[config.mk]
export PLATFORM = sky130hd
export DESIGN_NAME = sequence_reorder_buffer
export DESIGN_NICKNAME = d
export VERILOG_FILES = /design/src/srb_pkg.sv /design/src/sequence_reorder_buffer.sv /design/src/srb_front.sv /design/src/srb_back.sv
export SDC_FILE = /design/constraint.sdc
export NUM_CORES = 2
export LEC_CHECK = 0
export BUFFER_PORTS_ARGS = -buffer_cell sky130_fd_sc_hd__buf_2
export CORE_MARGIN = 10
export CORE_UTILIZATION = 57
export DETAILED_ROUTE_END_ITERATION = 16
export MAX_ROUTING_LAYER = met4
export PLACE_DENSITY = 0.72
export SLEW_MARGIN = 20
export SYNTH_ARGS = -nofsm -noshare
export SYNTH_HDL_FRONTEND = slang
export SYNTH_HIERARCHICAL = 1
export SYNTH_SLANG_ARGS = --single-unit
[constraint.sdc]
create_clock -name clock -period 7.9 [get_ports clock]
set_clock_uncertainty 0.2 [all_clocks]
set_input_delay 0.395 -clock clock [delete_from_list [all_inputs] [get_ports clock]]
set_output_delay 0.395 -clock clock [all_outputs]
set_load 0.05 [all_outputs]
[src/srb_pkg.sv]
// ----------------------------------------------------------------------------
// srb_pkg
// Types and constants of the sequence reorder buffer.
// ----------------------------------------------------------------------------
`default_nettype none

package srb_pkg;

   localparam int DEPTH_DEF    = 16;
   localparam int SEQ_BITS_DEF = 16;

   localparam int SEQ_W  = 16;
   localparam int DATA_W = 32;
   localparam int OCC_W  = 5;

   typedef enum logic [1:0] {
      OP_WRITE = 2'd0,
      OP_READ  = 2'd1,
      OP_CLEAR = 2'd2
   } op_type;

   typedef enum logic [1:0] {
      ST_OK    = 2'd0,
      ST_EMPTY = 2'd1,
      ST_FULL  = 2'd2
   } status_type;

   typedef struct packed {
      logic [1:0]        op;
      logic [SEQ_W-1:0]  seq;
      logic [DATA_W-1:0] data;
   } cmd_type;

endpackage

`default_nettype wire

[src/sequence_reorder_buffer.sv]
// ----------------------------------------------------------------------------
// sequence_reorder_buffer
// Keeps up to DEPTH frames ordered by sequence number; writes, head reads
// and clears come in on one request channel, one response per request.
// ----------------------------------------------------------------------------
// Request channel (req_*): operation write, read or clear with sequence
// number and frame data. Response channel (rsp_*): status, popped frame
// and occupancy after the request.
// Requests enter a two-entry queue; unless a stalled response holds it,
// the cell row takes one request per cycle from that queue and inserts by
// compare-and-shift across all cells, so throughput is one request per clock.
// An accepted request is held in a queue slot, then its response is
// registered in the response register and sits there while rsp_stall is high;
// the queue keeps taking requests until both entries are held, then
// raises req_stall.
// Reset empties the buffer, forgets the start sequence and drops any
// queued request or pending response; frame cells are not cleared.
// ----------------------------------------------------------------------------
`default_nettype none

module sequence_reorder_buffer #(
   parameter int DEPTH    = srb_pkg::DEPTH_DEF,
   parameter int SEQ_BITS = srb_pkg::SEQ_BITS_DEF
) (
   input  wire logic                       clock,
   input  wire logic                       reset,
   input  wire logic                       req_valid,
   output logic                            req_stall,
   input  wire logic [1:0]                 req_operation,
   input  wire logic [srb_pkg::SEQ_W-1:0]  req_seq_num,
   input  wire logic [srb_pkg::DATA_W-1:0] req_frame_data,
   output logic                            rsp_valid,
   input  wire logic                       rsp_stall,
   output logic [1:0]                      rsp_status,
   output logic [srb_pkg::SEQ_W-1:0]       rsp_out_seq_num,
   output logic [srb_pkg::DATA_W-1:0]      rsp_out_frame_data,
   output logic [srb_pkg::OCC_W-1:0]       rsp_occupancy
);

   srb_pkg::cmd_type req_cmd;
   srb_pkg::cmd_type q_cmd;
   logic             q_valid;
   logic             q_take;

   assign req_cmd.op   = req_operation;
   assign req_cmd.seq  = req_seq_num;
   assign req_cmd.data = req_frame_data;

   srb_front u_front (
      .clock     (clock),
      .reset     (reset),
      .in_valid  (req_valid),
      .in_stall  (req_stall),
      .in_cmd    (req_cmd),
      .out_valid (q_valid),
      .out_take  (q_take),
      .out_cmd   (q_cmd)
   );

   srb_back #(
      .DEPTH    (DEPTH),
      .SEQ_BITS (SEQ_BITS)
   ) u_back (
      .clock              (clock),
      .reset              (reset),
      .cmd_valid          (q_valid),
      .cmd                (q_cmd),
      .cmd_take           (q_take),
      .rsp_valid          (rsp_valid),
      .rsp_stall          (rsp_stall),
      .rsp_status         (rsp_status),
      .rsp_out_seq_num    (rsp_out_seq_num),
      .rsp_out_frame_data (rsp_out_frame_data),
      .rsp_occupancy      (rsp_occupancy)
   );

endmodule

`default_nettype wire

[src/srb_front.sv]
// ----------------------------------------------------------------------------
// srb_front
// Two-entry command queue between the request port and the cell row.
// ----------------------------------------------------------------------------
`default_nettype none

module srb_front (
   input  wire logic              clock,
   input  wire logic              reset,
   input  wire logic              in_valid,
   output logic                   in_stall,
   input  wire srb_pkg::cmd_type  in_cmd,
   output logic                   out_valid,
   input  wire logic              out_take,
   output srb_pkg::cmd_type       out_cmd
);

   srb_pkg::cmd_type slot_ff [2];
   srb_pkg::cmd_type slot_in [2];
   logic             wr_ptr_ff, wr_ptr_in;
   logic             rd_ptr_ff, rd_ptr_in;
   logic [1:0]       fill_ff, fill_in;
   logic             push;
   logic             pop;

   assign in_stall  = (fill_ff == 2'd2);
   assign out_valid = (fill_ff != 2'd0);
   assign out_cmd   = slot_ff[rd_ptr_ff];

   assign push = in_valid && !in_stall;
   assign pop  = out_take && out_valid;

   always_comb begin
      slot_in   = slot_ff;
      wr_ptr_in = wr_ptr_ff;
      rd_ptr_in = rd_ptr_ff;
      if (push) begin
         slot_in[wr_ptr_ff] = in_cmd;
         wr_ptr_in          = !wr_ptr_ff;
      end
      if (pop) begin
         rd_ptr_in = !rd_ptr_ff;
      end
      fill_in = fill_ff + 2'(push) - 2'(pop);
   end

   always_ff @(posedge clock) begin
      slot_ff <= slot_in;
      if (reset) begin
         wr_ptr_ff <= 1'b0;
         rd_ptr_ff <= 1'b0;
         fill_ff   <= 2'd0;
      end else begin
         wr_ptr_ff <= wr_ptr_in;
         rd_ptr_ff <= rd_ptr_in;
         fill_ff   <= fill_in;
      end
   end

endmodule

`default_nettype wire

[src/srb_back.sv]
// ----------------------------------------------------------------------------
// srb_back
// Ordered row of frame cells with shifting insert and pop, and the
// response register.
// ----------------------------------------------------------------------------
`default_nettype none

module srb_back #(
   parameter int DEPTH    = srb_pkg::DEPTH_DEF,
   parameter int SEQ_BITS = srb_pkg::SEQ_BITS_DEF
) (
   input  wire logic                       clock,
   input  wire logic                       reset,
   input  wire logic                       cmd_valid,
   input  wire srb_pkg::cmd_type           cmd,
   output logic                            cmd_take,
   output logic                            rsp_valid,
   input  wire logic                       rsp_stall,
   output logic [1:0]                      rsp_status,
   output logic [srb_pkg::SEQ_W-1:0]       rsp_out_seq_num,
   output logic [srb_pkg::DATA_W-1:0]      rsp_out_frame_data,
   output logic [srb_pkg::OCC_W-1:0]       rsp_occupancy
);

   localparam int CNT_W = $clog2(DEPTH + 1);

   logic [SEQ_BITS-1:0]       seq_ff  [DEPTH];
   logic [SEQ_BITS-1:0]       seq_in  [DEPTH];
   logic [srb_pkg::DATA_W-1:0] data_ff [DEPTH];
   logic [srb_pkg::DATA_W-1:0] data_in [DEPTH];

   logic [CNT_W-1:0]    count_ff, count_in;
   logic                seen_ff, seen_in;
   logic [SEQ_BITS-1:0] start_ff, start_in;
   logic [SEQ_BITS-1:0] tail_ff, tail_in;

   logic                        rsp_valid_ff, rsp_valid_in;
   logic [1:0]                  status_ff, status_in;
   logic [srb_pkg::SEQ_W-1:0]   oseq_ff, oseq_in;
   logic [srb_pkg::DATA_W-1:0]  odata_ff, odata_in;

   logic [SEQ_BITS-1:0] new_seq;
   logic                is_full;
   logic                is_empty;
   logic                append;
   logic [DEPTH-1:0]    not_greater;
   logic [CNT_W-1:0]    ins_pos;
   logic                do_insert;
   logic                do_pop;

   assign cmd_take = cmd_valid && (!rsp_valid_ff || !rsp_stall);
   assign new_seq  = SEQ_BITS'(cmd.seq);
   assign is_full  = (count_ff == CNT_W'(DEPTH));
   assign is_empty = (count_ff == '0);
   assign append   = (tail_ff < new_seq) || ((tail_ff > start_ff) && (new_seq <= start_ff));

   // Each cell compares against the new sequence; the tail takes no part.
   always_comb begin
      for (int j = 0; j < DEPTH; j++) begin
         not_greater[j] = ((j + 1) < int'(count_ff)) && (seq_ff[j] <= new_seq);
      end
   end

   always_comb begin
      ins_pos = '0;
      if (is_empty) begin
         ins_pos = '0;
      end else if (append) begin
         ins_pos = count_ff;
      end else begin
         for (int j = 0; j < DEPTH; j++) begin
            if (not_greater[j]) begin
               ins_pos = CNT_W'(j + 1);
            end
         end
      end
   end

   always_comb begin
      do_insert    = 1'b0;
      do_pop       = 1'b0;
      count_in     = count_ff;
      seen_in      = seen_ff;
      start_in     = start_ff;
      tail_in      = tail_ff;
      status_in    = srb_pkg::ST_OK;
      oseq_in      = '0;
      odata_in     = '0;
      if (cmd_take) begin
         unique case (cmd.op)
            srb_pkg::OP_WRITE: begin
               if (is_full) begin
                  status_in = srb_pkg::ST_FULL;
               end else begin
                  do_insert = 1'b1;
                  count_in  = count_ff + 1'b1;
                  if (!seen_ff) begin
                     seen_in  = 1'b1;
                     start_in = new_seq;
                  end
                  if (is_empty || append) begin
                     tail_in = new_seq;
                  end
               end
            end
            srb_pkg::OP_READ: begin
               if (is_empty) begin
                  status_in = srb_pkg::ST_EMPTY;
               end else begin
                  do_pop   = 1'b1;
                  oseq_in  = srb_pkg::SEQ_W'(seq_ff[0]);
                  odata_in = data_ff[0];
                  count_in = count_ff - 1'b1;
               end
            end
            srb_pkg::OP_CLEAR: begin
               count_in = '0;
               seen_in  = 1'b0;
            end
            default: begin
            end
         endcase
      end
   end

   // Shift the row up behind the insert point, or down on a pop.
   always_comb begin
      seq_in  = seq_ff;
      data_in = data_ff;
      if (do_insert) begin
         for (int k = 1; k < DEPTH; k++) begin
            if (CNT_W'(k) > ins_pos) begin
               seq_in[k]  = seq_ff[k-1];
               data_in[k] = data_ff[k-1];
            end
         end
         for (int k = 0; k < DEPTH; k++) begin
            if (CNT_W'(k) == ins_pos) begin
               seq_in[k]  = new_seq;
               data_in[k] = cmd.data;
            end
         end
      end
      if (do_pop) begin
         for (int k = 0; k < DEPTH - 1; k++) begin
            seq_in[k]  = seq_ff[k+1];
            data_in[k] = data_ff[k+1];
         end
      end
   end

   always_comb begin
      if (cmd_take) begin
         rsp_valid_in = 1'b1;
      end else begin
         rsp_valid_in = rsp_valid_ff && rsp_stall;
      end
   end

   always_ff @(posedge clock) begin
      seq_ff   <= seq_in;
      data_ff  <= data_in;
      start_ff <= start_in;
      tail_ff  <= tail_in;
      if (cmd_take) begin
         status_ff <= status_in;
         oseq_ff   <= oseq_in;
         odata_ff  <= odata_in;
      end
      if (reset) begin
         count_ff     <= '0;
         seen_ff      <= 1'b0;
         rsp_valid_ff <= 1'b0;
      end else begin
         count_ff     <= count_in;
         seen_ff      <= seen_in;
         rsp_valid_ff <= rsp_valid_in;
      end
   end

   // Occupancy is latched with the rest of the response.
   logic [srb_pkg::OCC_W-1:0] occ_ff;

   always_ff @(posedge clock) begin
      if (cmd_take) begin
         occ_ff <= srb_pkg::OCC_W'(count_in);
      end
   end

   assign rsp_valid          = rsp_valid_ff;
   assign rsp_status         = status_ff;
   assign rsp_out_seq_num    = oseq_ff;
   assign rsp_out_frame_data = odata_ff;
   assign rsp_occupancy      = occ_ff;

endmodule

`default_nettype wire

Word-level counts from Yosys, hierarchy flattened
Index checks and enable logic that the tools add are counted.
- memories: 0
- register bits after elaboration: 966
- output and inout bits: 57
- bits in writable memories: 0
- word-level logic and storage cells: 310
- bits in latches: 0
- memory bits (read-only): 0
- multiply operators: 0
- equality and inequality tests: 20
- reductions and logical operators: 72
- magnitude comparators: 53
- bitwise operators: 5
- muxes and demuxes: 106
- shifts and indexed selects: 0
- divide/modulo/power cells: 0
- add/subtract/negate cells: 4
- operators by type and width (kind ; count):
    two-way mux 32 bit ; 31
    two-way mux 512 bit ; 1
    two-way mux 16 bit ; 31
    two-way mux 480 bit ; 1
    <= comparator 16 bit ; 17
    two-way mux 256 bit ; 1
    two-way mux 240 bit ; 1
    two-way mux 50 bit ; 4
    bitwise mux 100 bit ; 1
    demux 50 bit (select 1 bit) ; 1
    nonzero test 3 bit ; 14
    == test 4 x 5 -> 1 bit, first input constant ; 8
    greater-than comparator 4 x 5 -> 1 bit, first input constant ; 8
    less-than comparator 4 x 5 -> 1 bit, first input constant ; 8
    two-way mux 4 bit ; 8
    AND reduction 2 bit ; 16
    two-way mux 5 bit ; 6
    logical AND 1 bit ; 22
    == test 3 x 5 -> 1 bit, first input constant ; 4
    greater-than comparator 3 x 5 -> 1 bit, first input constant ; 4
    less-than comparator 3 x 5 -> 1 bit, first input constant ; 4
    greater-than comparator 16 bit ; 1
    less-than comparator 16 bit ; 1
    case mux 5 bit (3 select lines) ; 1
    32 further kinds ; 66

Depth between registers and ports, before layout
- depth in word-level cells: 29
- gate-level depth with buffers: 22
- gate-level depth less buffers: 14

Cells and area by module
Netlist, hierarchy kept.
- by module, submodules not included (module ; cells an instance ; instances ; area an instance (µm²) ; sequential area each (µm²)):
    srb_back ; 4452 ; 1 ; 48225.0 ; 25814.8
    srb_front ; 181 ; 1 ; 3811.2 ; 3083.0

Worst setup path after synthesis
OpenSTA, ideal clock, no wires.
- path type: reg2reg
- start point: reg u_front.rd_ptr_ff
- end point: reg u_back/data_ff[480] (netlist name), enable pin
- data required time: 7.175 ns
- stages on the path, launching flop included: 17
- data arrival time: 7.415 ns
- path slack: -0.240 ns
- path through: dfxtp_1 buf_2 buf_4 mux2_2 clkbuf_1 inv_1 ha_1 nand4_1 or4_1 a21oi_1 nand3b_2 nand3_1 nor4_1 o211ai_1 nand3b_1 or2_2 o31ai_1
- RTL lines (element ; line ; text):
    start, declared ; srb_front.sv:21 ; logic rd_ptr_ff, rd_ptr_in;
    start signal, assigned ; srb_front.sv:55 ; rd_ptr_ff <= rd_ptr_in;
    end signal, assigned ; srb_back.sv:162 ; data_ff <= data_in;
    end, declared ; srb_back.sv:29 ; logic [srb_pkg::DATA_W-1:0] data_ff [DEPTH];

==> key figures <==
Final layout
  • Layout area overhead: 10.8%
  • FILL cells: 7,073
  • Share of cells above drive strength 1: 0.102
  • # nets final: 5,001
  • Final instance area: just under 0.06 mm2
  • Non-Filler Instances: around 5,900

Routing
  • 1st-iter DRT viols: roughly 4,300
  • Via density: between 6 and 7
  • Final WL: roughly 150 mm
  • TritonRoute pass-1 iters: 5
  • ANT nets after route: 0
  • DRC: 0
  • DR WL/cell: between 20 and 25 um
  • Via count: roughly 39,000

Floorplan
  • Die W: roughly 320 um
  • Site Rows: 110
  • Die area: ~0.10 mm2
  • Starting Density: 0.576
  • Die Ht: 322 um
  • Top Ports: around 110
  • Core Footprint: about 0.09 mm2

Worst setup path
  • Max FO, Critical Path: 28
  • Critical path type: flop to flop
  • Crit path launch: u_front/rd_ptr_ff
  • Crit-path slowest cell: nor4_1
  • Critical path data required time: 8090 ps
  • Reg2Reg Launch Point: u_front/rd_ptr_ff
  • Most used cell, CP: nand3_1
  • Startpoint types: flop
  • Slowest Stage Delay on Critical Path: between 600 and 700 ps
  • CP top delay family: compound AO/OA/AOI/OAI gates
  • Worst path bufs/invs: 3
  • Cell-by-cell trace of the critical path: mux2_2 > inv_1 > buf_4 > ha_1 > and4_1 > nand3_1 > a311oi_1 > o32a_1 > nand3_1 > nor4_1 > o211ai_1 > a21oi_1 > nand3_4 > buf_12 > mux2i_1 > o21ai_0
  • Arrival time worst endpoint: between 7000 and 8000 ps
  • Crit path capture type: flop

Place
  • Cell count after placement: 5,656
  • HPWL Detailed: 97.2 mm
  • Post-Place Worst Slack: about 1100 ps
  • PortBufs: 110
  • Placed cell areas: 0.0538 mm2
  • GP Congestion: 0.957

Timing
  • Setup TNS: 0 ps
  • Final setup vio count: 0
  • Worst slew margin: 0.0711
  • RSZ-0062 raised after global routing: false
  • Final setup margin: roughly 970 ps
  • Tmin final: around 6900 ps
  • Period utilization: 0.877
  • Slew Limit Fails: 0
  • Fmax: between 100 and 150 MHz
  • Hold Fails Final Rpt: 0
  • Worst Tran Pin Value: between 1000 and 1500 ps

Synth
  • Post-Syn Area: ~0.052 mm2
  • Post-Syn Area per Cell: around 11 um2
  • Yosys warnings: 6
  • Post-synth ARST share: 0
  • Synth area leader: edfxtp_1
  • Number of enable flip-flop cells after synthesis: roughly 960
  • Largest cells by area after synthesis: edfxtp_1 55%, ha_1 7.4%, mux2i_1 6.6%
  • Synth Instances: between 4,000 and 5,000
  • Unique cell type count in the Yosys netlist: 75
  • Ys flop type: edfxtp_1
  • Flops & latches, synth: around 970
  • Seq/Total Area, Yosys: 0.555
  • Post-synth net total: 4,995
  • Top cell type's share of synthesized area: 0.551

Clock network
  • # resized after CTS: 0
  • Longest Clk Path Bufs: 3
  • Skew-Pair Late Insertion Delay: 700 ps
  • CTS root buf: clkbuf_16
  • Reg clk slew, reported paths: 60 ps
  • H-tree depth: 3
  • TritonCTS sink count: approximately 970
  • TritonCTS Buffers: about 100
  • CTS tree: built

Global route
  • Met3 Use GR: 0.0323
  • Number of global-route vias before repair: between 30,000 and 40,000
  • Grt ovf: 0
  • GR Layer Usage met2: 0.461
  • Total GRT Usage: 0.286
  • Pin count of the biggest net entering global routing: 246
  • Wire length of the first global-routing pass: 226 mm
  • Routing usage on met1: 0.363
  • Initial antenna violation count: 2
  • Global route hottest layer: met2

Power and ir drop
  • Tot Pwr: around 19 mW
  • LEAKAGE: 21.0 nW
  • Maximum VDD drop: ~0.25 mV
  • Power Dens Cells: 324 mW/mm2

Min path
  • Worst hold path class: primary input to flop
  • Hold Crit Start: req_frame_data[16]

Flow run
  • MaxCap Viol Count: 0

Status
  • Status: finished, final reports clean
-- flip-flops by register name, summed over array words and instances (netlist names) --
name and count:
u_back/data_ff 512, u_back/seq_ff 256, u_front/slot_ff 100, u_back/rsp_out_frame_data 32, u_back/rsp_out_seq_num 16, u_back/start_ff 16
u_back/tail_ff 16, u_back/count_ff 5, u_back/rsp_occupancy 5, u_back/rsp_status 2, u_front/fill_ff 2, u_back/rsp_valid 1
u_back/seen_ff 1, u_front/rd_ptr_ff 1, u_front/wr_ptr_ff 1
-- logic make-up (layout without fill, tap and decap cells) --
family | count (synthesis) | after routing | synth area share
other cells | 0 | 2 | 0
fa+ha+maj | 308 | 308 | 0.0741
compound gates | 990 | 990 | 0.122
xor+xnor | 2 | 2 | 0.000337
buf+inv | 419 | 506 | 0.0329
simple gates | 1509 | 1509 | 0.129
flops | 966 | 966 | 0.555
mux | 439 | 439 | 0.0868
-- final cells by class --
cell class	instances	area [um2]	share of cell area
Sequential cell	966	28900	0.501
Multi-Input combinational cell	3248	21800	0.377
Clock buffer	125	2650	0.0459
Timing Repair Buffer	250	2020	0.0350
Tap cell	1176	1470	0.0255
Clock inverter	59	597	0.0103
Inverter	72	272	0.00471
Antenna cell	2	5.00	0.0000868
-- final timing paths --
check | to | slack (ps) | cells after the start
max reg2reg | u_back/seq_ff[188] | 970 | 16
max | u_back/seq_ff[188] | 970 | 16
min | u_front/slot_ff[66] | 230 | 2
min reg2reg | u_front/wr_ptr_ff | 310 | 2
-- worst register-to-register path, delay by kind of cell, from the launching register on --
family,cells,cell delay (ps)
and+or+nand+nor,5,1800
AOI/OAI and AO/OA,5,1820
muxes,2,770
buffers and inverters,3,1260
adders and majority gates,1,160
DFF,1,590
-- power by group --
group	switching (mW)	internal [mW]	leakage (nW)	total [mW]
sequential	0.663	7.27	9.04	7.93
combinational	4.20	1.79	10.4	5.99
clock	2.08	2.68	1.58	4.76
total	6.94	11.7	21.0	18.7
-- through the flow --
| step | hold slack, ps | utilization |
|---|---|---|
| floorplan | 251 | - |
| global placement | 269 | 0.596 |
| detailed placement | 296 | 0.596 |
| CTS | 194 | 0.638 |
| global route | 210 | 0.639 |
| finish | 232 | 0.639 |
-- synthesized netlist by cell type (all sizes together), types with 10 or more instances --
master,instances
edfxtp,955
nand2,859
o21ai,375
nand3,373
o211ai,350
mux2i,341
ha,308
clkbuf,234
buf,113
a21oi,98
mux2,98
inv,71
nor2,64
and2,57
nand4,47
a21o,25
a211oi,22
nor3,19
o21a,19
nor2b,17
and3,16
nand2b,13
dfxtp,11
o221ai,11
or3,11
o22ai,10
o31ai,10
-- layer usage --
layer  wire (um)  vias to the layer above
li1            -                    17500
met1       60400                    19100
met2       71000                     1646
met3        9080                      340
met4        6920                        0
met5           0                        -
-- cell usage in the layout, fill, tap and decap left out, drive strengths merged, types with 125 or more instances in the layout --
master / netlist / final
clkbuf: 234 / 125
buf: 113 / 196
mux2i: 341 / 341
o211ai: 350 / 350
nand3: 373 / 373
o21ai: 375 / 375
edfxtp: 955 / 955
nand2: 859 / 859
ha: 308 / 308
-- timing repair --
| item | 4_1_cts | 5_1_grt |
|---|---|---|
| setup buffers | 0 | 0 |
| endpoints found under the hold margin | 111 | 0 |
| hold buffers | 54 | 0 |
Power figures use the tool's default switching activity.
